**src/design/calendar_day_count_converter_unit_assert.svh**
```systemverilog
// Assertion macros for the calendar day count converter.
`ifndef CALENDAR_DAY_COUNT_CONVERTER_UNIT_ASSERT_SVH
`define CALENDAR_DAY_COUNT_CONVERTER_UNIT_ASSERT_SVH

`ifndef ASSERT_OFF
`define CDCC_ASSERT(lbl, clk, rst_n, prop, msg) \
    lbl: assert property (@(posedge clk) disable iff (!rst_n) prop) else $error(msg);
`define CDCC_ASSERT_NORST(lbl, clk, prop, msg) \
    lbl: assert property (@(posedge clk) prop) else $error(msg);
`else
`define CDCC_ASSERT(lbl, clk, rst_n, prop, msg)
`define CDCC_ASSERT_NORST(lbl, clk, prop, msg)
`endif

`endif

```
**src/design/cdcc_pkg.sv**
```systemverilog
// Constants, stage types and month table for the calendar day count converter.
package cdcc_pkg;

    localparam int NUM_STAGES = 12;

    localparam logic [21:0] MAX_COUNT     = 22'd2932896;
    localparam logic [21:0] EPOCH_SHIFT   = 22'd719468;
    localparam logic [21:0] WEEK_OFFSET   = 22'd4;
    localparam logic [21:0] DAYS_PER_WEEK = 22'd7;
    localparam logic [17:0] ERA_DAYS      = 18'd146097;
    localparam logic [17:0] ERA_LAST_DAY  = 18'd146096;
    localparam logic [17:0] CENTURY_DAYS  = 18'd36524;
    localparam logic [8:0]  YEAR_DAYS     = 9'd365;
    localparam logic [8:0]  ERA_YEARS     = 9'd400;
    localparam logic [13:0] YEAR_MIN      = 14'd1970;
    localparam logic [13:0] YEAR_MAX      = 14'd9999;
    localparam logic [3:0]  MONTH_FEB     = 4'd2;
    localparam logic [3:0]  MONTH_DEC     = 4'd12;
    localparam logic [3:0]  MP_JAN        = 4'd10;

    // Reciprocals: q = (x * RCP) >> SHIFT, exact over the value range used
    localparam logic [12:0] RCP_25    = 13'd5243;     // shift 17
    localparam logic [21:0] RCP_ERA   = 22'd3762951;  // shift 39
    localparam logic [22:0] RCP_7     = 23'd4793491;  // shift 25
    localparam logic [17:0] RCP_1460  = 18'd183860;   // shift 28
    localparam logic [17:0] RCP_365   = 18'd183860;   // shift 26
    localparam logic [7:0]  RCP_100   = 8'd164;       // shift 14
    localparam logic [12:0] RCP_153   = 13'd6854;     // shift 20

    typedef struct packed {
        logic        err;
        logic        kind;
        logic [21:0] cnt;
        logic [13:0] yy;
        logic [8:0]  doy;
        logic [21:0] p365;
    } st1_t;

    typedef struct packed {
        logic        err;
        logic        kind;
        logic [21:0] cnt;
        logic [21:0] base;
        logic [6:0]  q100;
        logic [4:0]  q400;
    } st2_t;

    typedef struct packed {
        logic        err;
        logic [21:0] count;
    } st3_t;

    typedef struct packed {
        logic        err;
        logic [21:0] count;
        logic [21:0] z;
        logic [4:0]  era;
    } st4_t;

    typedef struct packed {
        logic        err;
        logic [21:0] count;
        logic [4:0]  era;
        logic [17:0] doe;
        logic [18:0] q7;
    } st5_t;

    typedef struct packed {
        logic        err;
        logic [21:0] count;
        logic [4:0]  era;
        logic [17:0] doe;
        logic [2:0]  wd;
        logic [17:0] acc;
        logic [6:0]  q1460;
    } st6_t;

    typedef struct packed {
        logic        err;
        logic [21:0] count;
        logic [4:0]  era;
        logic [17:0] doe;
        logic [2:0]  wd;
        logic [17:0] tdays;
    } st7_t;

    typedef struct packed {
        logic        err;
        logic [21:0] count;
        logic [4:0]  era;
        logic [17:0] doe;
        logic [2:0]  wd;
        logic [8:0]  yoe;
    } st8_t;

    typedef struct packed {
        logic        err;
        logic [21:0] count;
        logic [4:0]  era;
        logic [17:0] doe;
        logic [2:0]  wd;
        logic [8:0]  yoe;
        logic [17:0] p365y;
        logic [1:0]  q100y;
    } st9_t;

    typedef struct packed {
        logic        err;
        logic [21:0] count;
        logic [4:0]  era;
        logic [2:0]  wd;
        logic [8:0]  yoe;
        logic [8:0]  doy;
    } st10_t;

    typedef struct packed {
        logic        err;
        logic [21:0] count;
        logic [4:0]  era;
        logic [2:0]  wd;
        logic [8:0]  yoe;
        logic [8:0]  doy;
        logic [3:0]  mp;
    } st11_t;

    typedef struct packed {
        logic [21:0] day_count;
        logic [4:0]  day;
        logic [3:0]  month;
        logic [13:0] year;
        logic [2:0]  weekday;
        logic        range_error;
    } out_t;

    // First day of a March-based month within its year
    function automatic logic [8:0] month_start(input logic [3:0] mp);
        logic [8:0] res;
        case (mp)
            4'd0:    res = 9'd0;
            4'd1:    res = 9'd31;
            4'd2:    res = 9'd61;
            4'd3:    res = 9'd92;
            4'd4:    res = 9'd122;
            4'd5:    res = 9'd153;
            4'd6:    res = 9'd184;
            4'd7:    res = 9'd214;
            4'd8:    res = 9'd245;
            4'd9:    res = 9'd275;
            4'd10:   res = 9'd306;
            4'd11:   res = 9'd337;
            default: res = 9'd0;
        endcase
        return res;
    endfunction

endpackage

```
**src/design/calendar_day_count_converter_unit.sv**
```systemverilog
// Gregorian date <-> day count converter (days since 1970-01-01), pipelined.
//
// Input channel s_*: s_kind selects the conversion. Kind 0 takes s_in_day, s_in_month
// and s_in_year and yields the day count; kind 1 takes s_in_day_count and yields the
// date. Every result beat on m_* carries count, date and weekday (0 = Sunday).
// Out-of-range inputs return m_range_error = 1 with all other fields zero.
//
// One beat is accepted per cycle unless the pipeline is full and stalled by m_ready.
// The depth is set by the chain of constant divisions (by 400-year era, 1460,
// 365, 100, 153 and 7), each done as a reciprocal multiply in its own stage.
//
// Each stage has its own valid bit and advances when it is empty or the next
// stage advances, so bubbles close up while m_ready is low and s_ready drops
// only when every stage holds a beat. Nothing is dropped or repeated on a stall.
// Synchronous active-low reset empties the pipeline; payload is not reset.
`include "calendar_day_count_converter_unit_assert.svh"

module calendar_day_count_converter_unit (
    input  logic        aclk,
    input  logic        aresetn,
    input  logic        s_valid,
    output logic        s_ready,
    input  logic        s_kind,
    input  logic [4:0]  s_in_day,
    input  logic [3:0]  s_in_month,
    input  logic [13:0] s_in_year,
    input  logic [21:0] s_in_day_count,
    output logic        m_valid,
    input  logic        m_ready,
    output logic [21:0] m_out_day_count,
    output logic [4:0]  m_out_day,
    output logic [3:0]  m_out_month,
    output logic [13:0] m_out_year,
    output logic [2:0]  m_weekday,
    output logic        m_range_error
);

    localparam int NSTG = cdcc_pkg::NUM_STAGES;

    logic [NSTG-1:0] vld_reg, vld_next, stg_en;

    cdcc_pkg::st1_t  st1_reg,  st1_next;
    cdcc_pkg::st2_t  st2_reg,  st2_next;
    cdcc_pkg::st3_t  st3_reg,  st3_next;
    cdcc_pkg::st4_t  st4_reg,  st4_next;
    cdcc_pkg::st5_t  st5_reg,  st5_next;
    cdcc_pkg::st6_t  st6_reg,  st6_next;
    cdcc_pkg::st7_t  st7_reg,  st7_next;
    cdcc_pkg::st8_t  st8_reg,  st8_next;
    cdcc_pkg::st9_t  st9_reg,  st9_next;
    cdcc_pkg::st10_t st10_reg, st10_next;
    cdcc_pkg::st11_t st11_reg, st11_next;
    cdcc_pkg::out_t  out_reg,  out_next;

    // stage-local arithmetic
    logic        mon_low;
    logic [3:0]  mp_in;
    logic [13:0] yy_in;
    logic [22:0] p365_in;
    logic [24:0] p100_s2;
    logic [22:0] p400_s2;
    logic [21:0] cnt_s3;
    logic [21:0] z_s4;
    logic [43:0] pz_s4;
    logic [22:0] eraday_s5;
    logic [22:0] doe_s5;
    logic [21:0] c4_s5;
    logic [44:0] p7_s5;
    logic [21:0] c4_s6;
    logic [21:0] wd_s6;
    logic [2:0]  qc_s6;
    logic        qe_s6;
    logic [35:0] p1460_s6;
    logic [35:0] p365_s8;
    logic [17:0] p365_s9;
    logic [16:0] p100_s9;
    logic [17:0] doy_s10;
    logic [10:0] x_s11;
    logic [23:0] pm_s11;
    logic [8:0]  day_out;
    logic [3:0]  mon_out;

    // ---------------------------------------------------------------- handshake
    genvar gi;
    generate
        for (gi = 0; gi < NSTG - 1; gi++) begin : g_en
            assign stg_en[gi] = ~vld_reg[gi] | stg_en[gi+1];
        end
    endgenerate
    assign stg_en[NSTG-1] = ~vld_reg[NSTG-1] | m_ready;

    always_comb begin
        vld_next[0] = stg_en[0] ? s_valid : vld_reg[0];
        for (int i = 1; i < NSTG; i++) begin
            vld_next[i] = stg_en[i] ? vld_reg[i-1] : vld_reg[i];
        end
    end

    assign s_ready = stg_en[0];
    assign m_valid = vld_reg[NSTG-1];

    // ---------------------------------------------------------------- datapath
    // Stage 1: range check, March-based year and day of year, 365 * year
    assign mon_low = (s_in_month <= cdcc_pkg::MONTH_FEB);
    assign mp_in   = mon_low ? (s_in_month + 4'd9) : (s_in_month - 4'd3);
    assign yy_in   = s_in_year - {13'd0, mon_low};
    assign p365_in = 23'(yy_in) * 23'(cdcc_pkg::YEAR_DAYS);

    always_comb begin
        st1_next.kind = s_kind;
        st1_next.cnt  = s_in_day_count;
        st1_next.yy   = yy_in;
        st1_next.doy  = cdcc_pkg::month_start(mp_in) + {4'd0, s_in_day} - 9'd1;
        st1_next.p365 = p365_in[21:0];
        if (s_kind) begin
            st1_next.err = (s_in_day_count > cdcc_pkg::MAX_COUNT);
        end else begin
            st1_next.err = (s_in_day == 5'd0) || (s_in_month == 4'd0) ||
                           (s_in_month > cdcc_pkg::MONTH_DEC) ||
                           (s_in_year < cdcc_pkg::YEAR_MIN) ||
                           (s_in_year > cdcc_pkg::YEAR_MAX);
        end
    end

    // Stage 2: leap corrections year/100 and year/400 as (year/4)/25, (year/16)/25
    assign p100_s2 = 25'(st1_reg.yy[13:2]) * 25'(cdcc_pkg::RCP_25);
    assign p400_s2 = 23'(st1_reg.yy[13:4]) * 23'(cdcc_pkg::RCP_25);

    always_comb begin
        st2_next.err  = st1_reg.err;
        st2_next.kind = st1_reg.kind;
        st2_next.cnt  = st1_reg.cnt;
        st2_next.base = st1_reg.p365 + {13'd0, st1_reg.doy} + {10'd0, st1_reg.yy[13:2]};
        st2_next.q100 = p100_s2[23:17];
        st2_next.q400 = p400_s2[21:17];
    end

    // Stage 3: day count, or the input count for kind 1; zero on error
    assign cnt_s3 = st2_reg.base - {15'd0, st2_reg.q100} + {17'd0, st2_reg.q400}
                    - cdcc_pkg::EPOCH_SHIFT;

    always_comb begin
        st3_next.err = st2_reg.err;
        if (st2_reg.err) begin
            st3_next.count = 22'd0;
        end else if (st2_reg.kind) begin
            st3_next.count = st2_reg.cnt;
        end else begin
            st3_next.count = cnt_s3;
        end
    end

    // Stage 4: shift epoch to 0000-03-01, era = z / 146097
    assign z_s4  = st3_reg.count + cdcc_pkg::EPOCH_SHIFT;
    assign pz_s4 = 44'(z_s4) * 44'(cdcc_pkg::RCP_ERA);

    always_comb begin
        st4_next.err   = st3_reg.err;
        st4_next.count = st3_reg.count;
        st4_next.z     = z_s4;
        st4_next.era   = pz_s4[43:39];
    end

    // Stage 5: day of era; weekday quotient (count + 4) / 7
    assign eraday_s5 = 23'(st4_reg.era) * 23'(cdcc_pkg::ERA_DAYS);
    assign doe_s5    = {1'b0, st4_reg.z} - eraday_s5;
    assign c4_s5     = st4_reg.count + cdcc_pkg::WEEK_OFFSET;
    assign p7_s5     = 45'(c4_s5) * 45'(cdcc_pkg::RCP_7);

    always_comb begin
        st5_next.err   = st4_reg.err;
        st5_next.count = st4_reg.count;
        st5_next.era   = st4_reg.era;
        st5_next.doe   = doe_s5[17:0];
        st5_next.q7    = p7_s5[43:25];
    end

    // Stage 6: weekday remainder; doe / 36524, doe / 146096, doe / 1460
    assign c4_s6    = st5_reg.count + cdcc_pkg::WEEK_OFFSET;
    assign wd_s6    = c4_s6 - 22'(st5_reg.q7) * cdcc_pkg::DAYS_PER_WEEK;
    assign qe_s6    = (st5_reg.doe == cdcc_pkg::ERA_LAST_DAY);
    assign p1460_s6 = 36'(st5_reg.doe) * 36'(cdcc_pkg::RCP_1460);

    always_comb begin
        if (st5_reg.doe >= 18'(4 * cdcc_pkg::CENTURY_DAYS)) begin
            qc_s6 = 3'd4;
        end else if (st5_reg.doe >= 18'(3 * cdcc_pkg::CENTURY_DAYS)) begin
            qc_s6 = 3'd3;
        end else if (st5_reg.doe >= 18'(2 * cdcc_pkg::CENTURY_DAYS)) begin
            qc_s6 = 3'd2;
        end else if (st5_reg.doe >= cdcc_pkg::CENTURY_DAYS) begin
            qc_s6 = 3'd1;
        end else begin
            qc_s6 = 3'd0;
        end
        st6_next.err   = st5_reg.err;
        st6_next.count = st5_reg.count;
        st6_next.era   = st5_reg.era;
        st6_next.doe   = st5_reg.doe;
        st6_next.wd    = wd_s6[2:0];
        st6_next.acc   = st5_reg.doe + {15'd0, qc_s6} - {17'd0, qe_s6};
        st6_next.q1460 = p1460_s6[34:28];
    end

    // Stage 7: leap-adjusted day of era
    always_comb begin
        st7_next.err   = st6_reg.err;
        st7_next.count = st6_reg.count;
        st7_next.era   = st6_reg.era;
        st7_next.doe   = st6_reg.doe;
        st7_next.wd    = st6_reg.wd;
        st7_next.tdays = st6_reg.acc - {11'd0, st6_reg.q1460};
    end

    // Stage 8: year of era = tdays / 365
    assign p365_s8 = 36'(st7_reg.tdays) * 36'(cdcc_pkg::RCP_365);

    always_comb begin
        st8_next.err   = st7_reg.err;
        st8_next.count = st7_reg.count;
        st8_next.era   = st7_reg.era;
        st8_next.doe   = st7_reg.doe;
        st8_next.wd    = st7_reg.wd;
        st8_next.yoe   = p365_s8[34:26];
    end

    // Stage 9: days before the year within the era
    assign p365_s9 = 18'(st8_reg.yoe) * 18'(cdcc_pkg::YEAR_DAYS);
    assign p100_s9 = 17'(st8_reg.yoe) * 17'(cdcc_pkg::RCP_100);

    always_comb begin
        st9_next.err   = st8_reg.err;
        st9_next.count = st8_reg.count;
        st9_next.era   = st8_reg.era;
        st9_next.doe   = st8_reg.doe;
        st9_next.wd    = st8_reg.wd;
        st9_next.yoe   = st8_reg.yoe;
        st9_next.p365y = p365_s9;
        st9_next.q100y = p100_s9[15:14];
    end

    // Stage 10: day of March-based year
    assign doy_s10 = st9_reg.doe - st9_reg.p365y - {11'd0, st9_reg.yoe[8:2]}
                     + {16'd0, st9_reg.q100y};

    always_comb begin
        st10_next.err   = st9_reg.err;
        st10_next.count = st9_reg.count;
        st10_next.era   = st9_reg.era;
        st10_next.wd    = st9_reg.wd;
        st10_next.yoe   = st9_reg.yoe;
        st10_next.doy   = doy_s10[8:0];
    end

    // Stage 11: March-based month = (5 * doy + 2) / 153
    assign x_s11  = 11'(st10_reg.doy) * 11'd5 + 11'd2;
    assign pm_s11 = 24'(x_s11) * 24'(cdcc_pkg::RCP_153);

    always_comb begin
        st11_next.err   = st10_reg.err;
        st11_next.count = st10_reg.count;
        st11_next.era   = st10_reg.era;
        st11_next.wd    = st10_reg.wd;
        st11_next.yoe   = st10_reg.yoe;
        st11_next.doy   = st10_reg.doy;
        st11_next.mp    = pm_s11[23:20];
    end

    // Output stage: day, calendar month and year; zero all fields on error
    assign day_out = st11_reg.doy - cdcc_pkg::month_start(st11_reg.mp) + 9'd1;
    assign mon_out = (st11_reg.mp < cdcc_pkg::MP_JAN) ? (st11_reg.mp + 4'd3)
                                                      : (st11_reg.mp - 4'd9);

    always_comb begin
        if (st11_reg.err) begin
            out_next.day_count   = 22'd0;
            out_next.day         = 5'd0;
            out_next.month       = 4'd0;
            out_next.year        = 14'd0;
            out_next.weekday     = 3'd0;
            out_next.range_error = 1'b1;
        end else begin
            out_next.day_count   = st11_reg.count;
            out_next.day         = day_out[4:0];
            out_next.month       = mon_out;
            out_next.year        = 14'(st11_reg.yoe)
                                   + 14'(st11_reg.era) * 14'(cdcc_pkg::ERA_YEARS)
                                   + 14'(mon_out <= cdcc_pkg::MONTH_FEB);
            out_next.weekday     = st11_reg.wd;
            out_next.range_error = 1'b0;
        end
    end

    // ---------------------------------------------------------------- registers
    always_ff @(posedge aclk) begin
        if (!aresetn) begin
            vld_reg <= '0;
        end else begin
            vld_reg <= vld_next;
        end
    end

    always_ff @(posedge aclk) begin
        if (stg_en[0])  st1_reg  <= st1_next;
        if (stg_en[1])  st2_reg  <= st2_next;
        if (stg_en[2])  st3_reg  <= st3_next;
        if (stg_en[3])  st4_reg  <= st4_next;
        if (stg_en[4])  st5_reg  <= st5_next;
        if (stg_en[5])  st6_reg  <= st6_next;
        if (stg_en[6])  st7_reg  <= st7_next;
        if (stg_en[7])  st8_reg  <= st8_next;
        if (stg_en[8])  st9_reg  <= st9_next;
        if (stg_en[9])  st10_reg <= st10_next;
        if (stg_en[10]) st11_reg <= st11_next;
        if (stg_en[11]) out_reg  <= out_next;
    end

    assign m_out_day_count = out_reg.day_count;
    assign m_out_day       = out_reg.day;
    assign m_out_month     = out_reg.month;
    assign m_out_year      = out_reg.year;
    assign m_weekday       = out_reg.weekday;
    assign m_range_error   = out_reg.range_error;

    // ---------------------------------------------------------------- assertions
    `CDCC_ASSERT_NORST(a_reset_empties, aclk, !aresetn |=> !m_valid, "beat present after reset")
    `CDCC_ASSERT(a_full_blocks_input, aclk, aresetn, (&vld_reg) && !m_ready |-> !s_ready, "input taken while pipeline full and stalled")
    `CDCC_ASSERT(a_error_zeroes, aclk, aresetn, m_valid && m_range_error |-> m_out_day_count == 22'd0 && m_out_day == 5'd0 && m_out_month == 4'd0 && m_out_year == 14'd0 && m_weekday == 3'd0, "error beat with nonzero fields")
    `CDCC_ASSERT(a_fields_sane, aclk, aresetn, m_valid && !m_range_error |-> m_weekday <= 3'd6 && m_out_month != 4'd0 && m_out_month <= 4'd12 && m_out_day != 5'd0, "date fields out of range")

endmodule
```
**config.mk**
```make
export PLATFORM = sky130hd
export DESIGN_NAME = calendar_day_count_converter_unit
export DESIGN_NICKNAME = d
export VERILOG_FILES = /design/src/design/cdcc_pkg.sv /design/src/design/calendar_day_count_converter_unit.sv
export VERILOG_INCLUDE_DIRS = /design/src /design/src/design
export SDC_FILE = /design/constraint.sdc
export NUM_CORES = 2
export LEC_CHECK = 0
export BUFFER_PORTS_ARGS = -buffer_cell sky130_fd_sc_hd__buf_2
export CORE_AREA = 4 4 322 324
export DETAILED_ROUTE_END_ITERATION = 10
export DIE_AREA = 0 0 326 328
export GPL_ROUTABILITY_DRIVEN = 1
export PLACE_DENSITY = 0.76
export SYNTH_ARGS = -nofsm -noshare
export SYNTH_HDL_FRONTEND = slang
export SYNTH_SLANG_ARGS = --single-unit
```
**constraint.sdc**
```tcl
create_clock -name aclk -period 8.11 [get_ports aclk]
set_input_delay 1.622 -clock aclk [delete_from_list [all_inputs] [get_ports aclk]]
set_output_delay 1.622 -clock aclk [all_outputs]
set_load 0.02 [all_outputs]
```
== Word-level counts from Yosys, hierarchy flattened ==
Memories as Yosys holds them, arrays and structs flattened. A register that Yosys moved wholly into a read port is not among the register bits.
Cells that the tools add are included.
Widths: inputs -> output; s select.

* Flip-flop bits (word level): 652
* Memories kept: 2
* Input port bits: 50
* ROM bits: 288
* Logic and storage cells: 177

* Order comparisons: 11
* Add/subtract/negate cells: 28
* Eq/ne operators: 1
* Multiplexer cells: 10
* Multiply operators: 14
* Reduce and logical (&&, ||, !) cells: 6
* Bitwise logic cells: 24

{| class="wikitable"
|+ Memories
! memory !! depth !! bits a word !! rd ports !! clocked after memory_dff !! write ports !! line !! text
|-
| (no name shown) || 16 || 9 || 1 || 1 || 0 || cdcc_pkg.sv:138 || <nowiki>case (mp)</nowiki>
|-
| (no name shown) || 16 || 9 || 1 || 0 || 0 || cdcc_pkg.sv:138 ||
|}

{| class="wikitable"
|+ Operators with widths
! cell !! count
|-
| $mul 18x16->33 const B || 2
|-
| $mul 22x22->44 const B || 1
|-
| $mul 22x23->44 const B || 1
|-
| $ge 18x17->1 const B || 2
|-
| $mul 12x13->24 const B || 1
|-
| $mul 11x12->23 const B || 1
|-
| $add 22x12->22 || 1
|-
| $add 22x20->22 const B || 1
|-
| $add 22x3->22 const B || 1
|-
| $add 22x5->22 || 1
|-
| $add 22x9->22 || 1
|-
| $gt 22x22->1 const B || 1
|-
| $mul 10x13->22 const B || 1
|-
| $mul 14x9->22 const B || 1
|-
| $mux 22 || 1
|-
| $sub 22x20->22 const B || 1
|-
| $sub 22x7->22 || 1
|-
| $mul 19x3->3 const B || 1
|-
| $add 18x3->18 || 1
|-
| $eq 18x18->1 const B || 1
|-
| $ge 18x16->1 const B || 1
|-
| $ge 18x18->1 const B || 1
|-
| $mul 5x18->18 const B || 1
|-
| $sub 18x1->18 || 1
|-
| 37 further kinds || 68
|}

== Longest topological paths before layout ==
* Depth after elaboration: 13
* Gate-level depth with buffers: 33
* Depth with buffers taken out: 33

== Worst setup path before layout ==
OpenSTA, ideal clock, no wires.

* Path type: register to register
* From: reg st3_reg[2] in the netlist's numbering
* To: reg st4_reg[4] in the netlist's numbering (data pin)
* Arrival time: 7.369 ns
* Path buffers: 0
* Stages on the path, launching flop included: 33
* Required time: 7.850 ns
* Slack: 0.481 ns
* Cells stage by stage: edfxtp_1 inv_1 ha_1 inv_1 a21oi_1 nand2b_1 a31oi_1 nand2b_1 nand3b_1 a21oi_1 o21ai_1 xor2_1 ha_1 fa_1 ha_1 inv_1 fa_1 inv_1 fa_1 fa_1 inv_1 fa_1 inv_1 ha_1 nand4_1 o21bai_1 a221oi_1 a31oi_1 o2111ai_1 nand3_1 a211oi_1 o21bai_1 xnor2_1

* Longest elaborated chain between the ends: 2

{| class="wikitable"
|+ RTL lines
! item !! line !! text
|-
| from (decl) || calendar_day_count_converter_unit.sv:44 || <nowiki>cdcc_pkg::st3_t st3_reg, st3_next;</nowiki>
|-
| from (signal assigned) || calendar_day_count_converter_unit.sv:306 || <nowiki>if (stg_en[2]) st3_reg <= st3_next;</nowiki>
|-
| $add 22x20->22 || calendar_day_count_converter_unit.sv:154 || <nowiki>assign z_s4 = st3_reg.count + cdcc_pkg::EPOCH_SHIFT;</nowiki>
|-
| via z_s4[2] || calendar_day_count_converter_unit.sv:63 || <nowiki>logic [21:0] z_s4;</nowiki>
|-
| $mul 22x22->44 || calendar_day_count_converter_unit.sv:155 || <nowiki>assign pz_s4 = 44'(z_s4) * 44'(cdcc_pkg::RCP_ERA);</nowiki>
|-
| via pz_s4[43] || calendar_day_count_converter_unit.sv:64 || <nowiki>logic [43:0] pz_s4;</nowiki>
|-
| to (signal assigned) || calendar_day_count_converter_unit.sv:307 || <nowiki>if (stg_en[3]) st4_reg <= st4_next;</nowiki>
|-
| to (decl) || calendar_day_count_converter_unit.sv:45 || <nowiki>cdcc_pkg::st4_t st4_reg, st4_next;</nowiki>
|}

The timed path passes the listed nets, and every way through them passes these cells.
A chain may end at the register's enable or synchronous reset.

== Worst setup path after layout ==
* From: reg st3_reg[3] in the netlist's numbering
* To: reg st4_reg[4] in the netlist's numbering (data pin)

* Longest elaborated chain between the ends: 2

{| class="wikitable"
|+ RTL lines
! item !! line
|-
| $add 22x20->22 || calendar_day_count_converter_unit.sv:154
|-
| $mul 22x22->44 || calendar_day_count_converter_unit.sv:155
|-
| via pz_s4[43] || calendar_day_count_converter_unit.sv:64
|}

The timed path passes the listed nets, and every way through them passes these cells.

==> flow_summary.toml <==
[outcome]
run_status = "finished, final reports clean"

[sta]
setup_violations = 0
fin_skew_ns = 0.0501
worst-slew-pin-transition_ns = 1.09
slew_viol_final = 0
hold_viol = 0
slew_headroom_pct = 27.2
finalCritPeriodShare_pct = 96.2
period_needed_ns = 7.80
fmax_ghz = 0.128

[final_layout]
area_delta_synth_final_pct = 8.63
fillers = 7700
drive_gt1_share_pct = 6.18
final_nets = 6996
fin_util_pct = 63.5
largest_reg_flops = 67
antenna_cells = 0

[floorplan]
row_count = 117
core-area_um2 = 101000
die-area_um2 = 107000
die_h_um = 328
die_x_um = 326
ios = 101
initial_core_util_pct = 58.4

[min_path]
hold_class = "reg -> reg"

[grt]
grt_pass1_vias = 37543
grtUsageTotal_pct = 22.3
grt_pass1_wl_mm = 190
grt_max_degree = 69
overflow = 0
antenna_found_initial = 0

[drt]
ant_nets = 0
routed_via_density = 5.25
first_pass_iters = 5
drc = 0
totalWireLength_mm = 114
drt_iter0_drc = 1920
wl_per_cell_um = 17.2
vias = 34647

[synth]
ys_seq_elements = 635
synth_area_per_cell_um2 = 11.9
syn_nets = 6789
ys_top_cells_by_count = "1,230 x inv_1, 1,114 x ha_1, 658 x fa_1"
yosysMostFrequentCell = "inv_1"
syn_inst = 4967
synth-edff-count = 618
synthDistinctLibCells = 83
synth.largest_area_cell = "edfxtp_1"
synth-seq-area-share_pct = 32.0
synth_warnings = 0
ys.flop_type = "edfxtp_1"
synthesis.area_um2 = 59100
async_reset_ff_share_pct = 0
synth_top_area_share_pct = 31.4
synth_area_leaders = "edfxtp_1 31%, ha_1 24%, fa_1 22%"

[setup_path]
arrival_ns = 8.18
worstPathRequired_ns = 8.48
path_class = "reg -> reg"
worstPathMaxFanout = 4
crit_slowest_cell = "fa_1"
cpPeakStageDelay_ns = 0.56
critPathCaptureType = "register"
critPathLaunchType = "register"

[cts]
h-tree-depth = 3
cts.clk_slew.worst_paths_ns = 0.06
cts_buffers = 71
cts_tree = "built"
postCtsHoldBufs = 0
clk_latency_ns = 0.64
clkSinkCount = 635
root_buffer = "clkbuf_16"
clk_path_buf_depth = 3

[placement]
finalWeightedCongestion = 0.921
io_buffer_count = 100
dp_hpwl_mm = 93.1

[job]
maxCapViolations = 0
==> stage by stage <==
| step | hold slack (ns) | area [µm²] | setup TNS (ns) | setup WS (ns) | cells |
|---|---|---|---|---|---|
| floorplan | 0.400 | 59100 | 0 | 0.481 | 4967 |
| global placement | 0.400 | 61600 | 0 | 0.0523 | 6464 |
| detailed placement | 0.405 | 61600 | -0.156 | -0.0589 | 6464 |
| CTS | 0.386 | 64100 | 0 | 0.00773 | 6592 |
| global route | 0.390 | 64200 | -0.101 | -0.0533 | 6597 |
| finish | 0.394 | 64200 | 0 | 0.309 | 6597 |
==> critical path: cells and delay by family, from the launching register on <==
family                     cells  cell delay [ns]
xor gates and xnor gates       2             0.29
adders and majority gates      9             3.64
DFF                            1             0.46
AOI/OAI and AO/OA             10             2.05
buffers and inverters          7             0.50
and+or+nand+nor                4             0.61
==> routing by layer <==
metal | routed length, µm | GRT usage (%)
met5 | 0 | 0
met3 | 4240 | 2.41
met4 | 3260 | 6.45
met1 | 48500 | 29.0
met2 | 57700 | 39.6
==> placed cells by master, fill, tap and decap left out, drive strengths merged, types with 22 or more instances in the layout <==
cell / netlist / layout
clkinv: 0 / 26
and3: 26 / 26
nand3: 54 / 54
nand2: 122 / 122
o21bai: 27 / 27
nand4: 22 / 22
o21a: 31 / 31
buf: 3 / 153
edfxtp: 618 / 618
xnor2: 202 / 202
nor3: 34 / 34
a21oi: 133 / 133
o21ai: 88 / 88
fa: 658 / 658
clkbuf: 16 / 88
nor2: 150 / 150
a21o: 61 / 61
nor2b: 54 / 54
xor2: 87 / 87
ha: 1114 / 1114
inv: 1233 / 1236
==> final cells by class <==
class	instances	area, µm²	share of cell area (%)
clock buffer	88	1860	2.90
sequential	635	18900	29.4
timing repair buffer	153	911	1.42
multi-input combinational	3080	35700	55.5
inverter	1233	4630	7.21
clock inverter	40	554	0.863
tap	1368	1710	2.67
==> worst paths after layout <==
kind / to / depth (start not counted) / startpoint / slack [ns]
max: st4_reg[4] / 32 / st3_reg[3] / 0.31
min: st11_reg[41] / 0 / st10_reg[37] / 0.39
max reg2reg: st4_reg[4] / 32 / st3_reg[3] / 0.31
min reg2reg: st11_reg[41] / 0 / st10_reg[37] / 0.39
==> kinds of logic after synthesis <==
family	count (synthesis)	synth area share (%)
adders and majority gates	1772	45.9
buffers and inverters	1252	7.95
DFF	635	32.0
and+or+nand+nor	551	4.57
AOI/OAI and AO/OA	457	5.16
xor gates and xnor gates	289	4.28
muxes	11	0.218
==> timing repair <==
item,4_1_cts,5_1_grt
gates resized for setup,5,18
pin swaps,0,7
buffers inserted,0,5
endpoints found under the setup margin,3,8
Power is not shown: default switching activity piles up to over one toggle a cycle in this logic, so the estimate is an artifact.
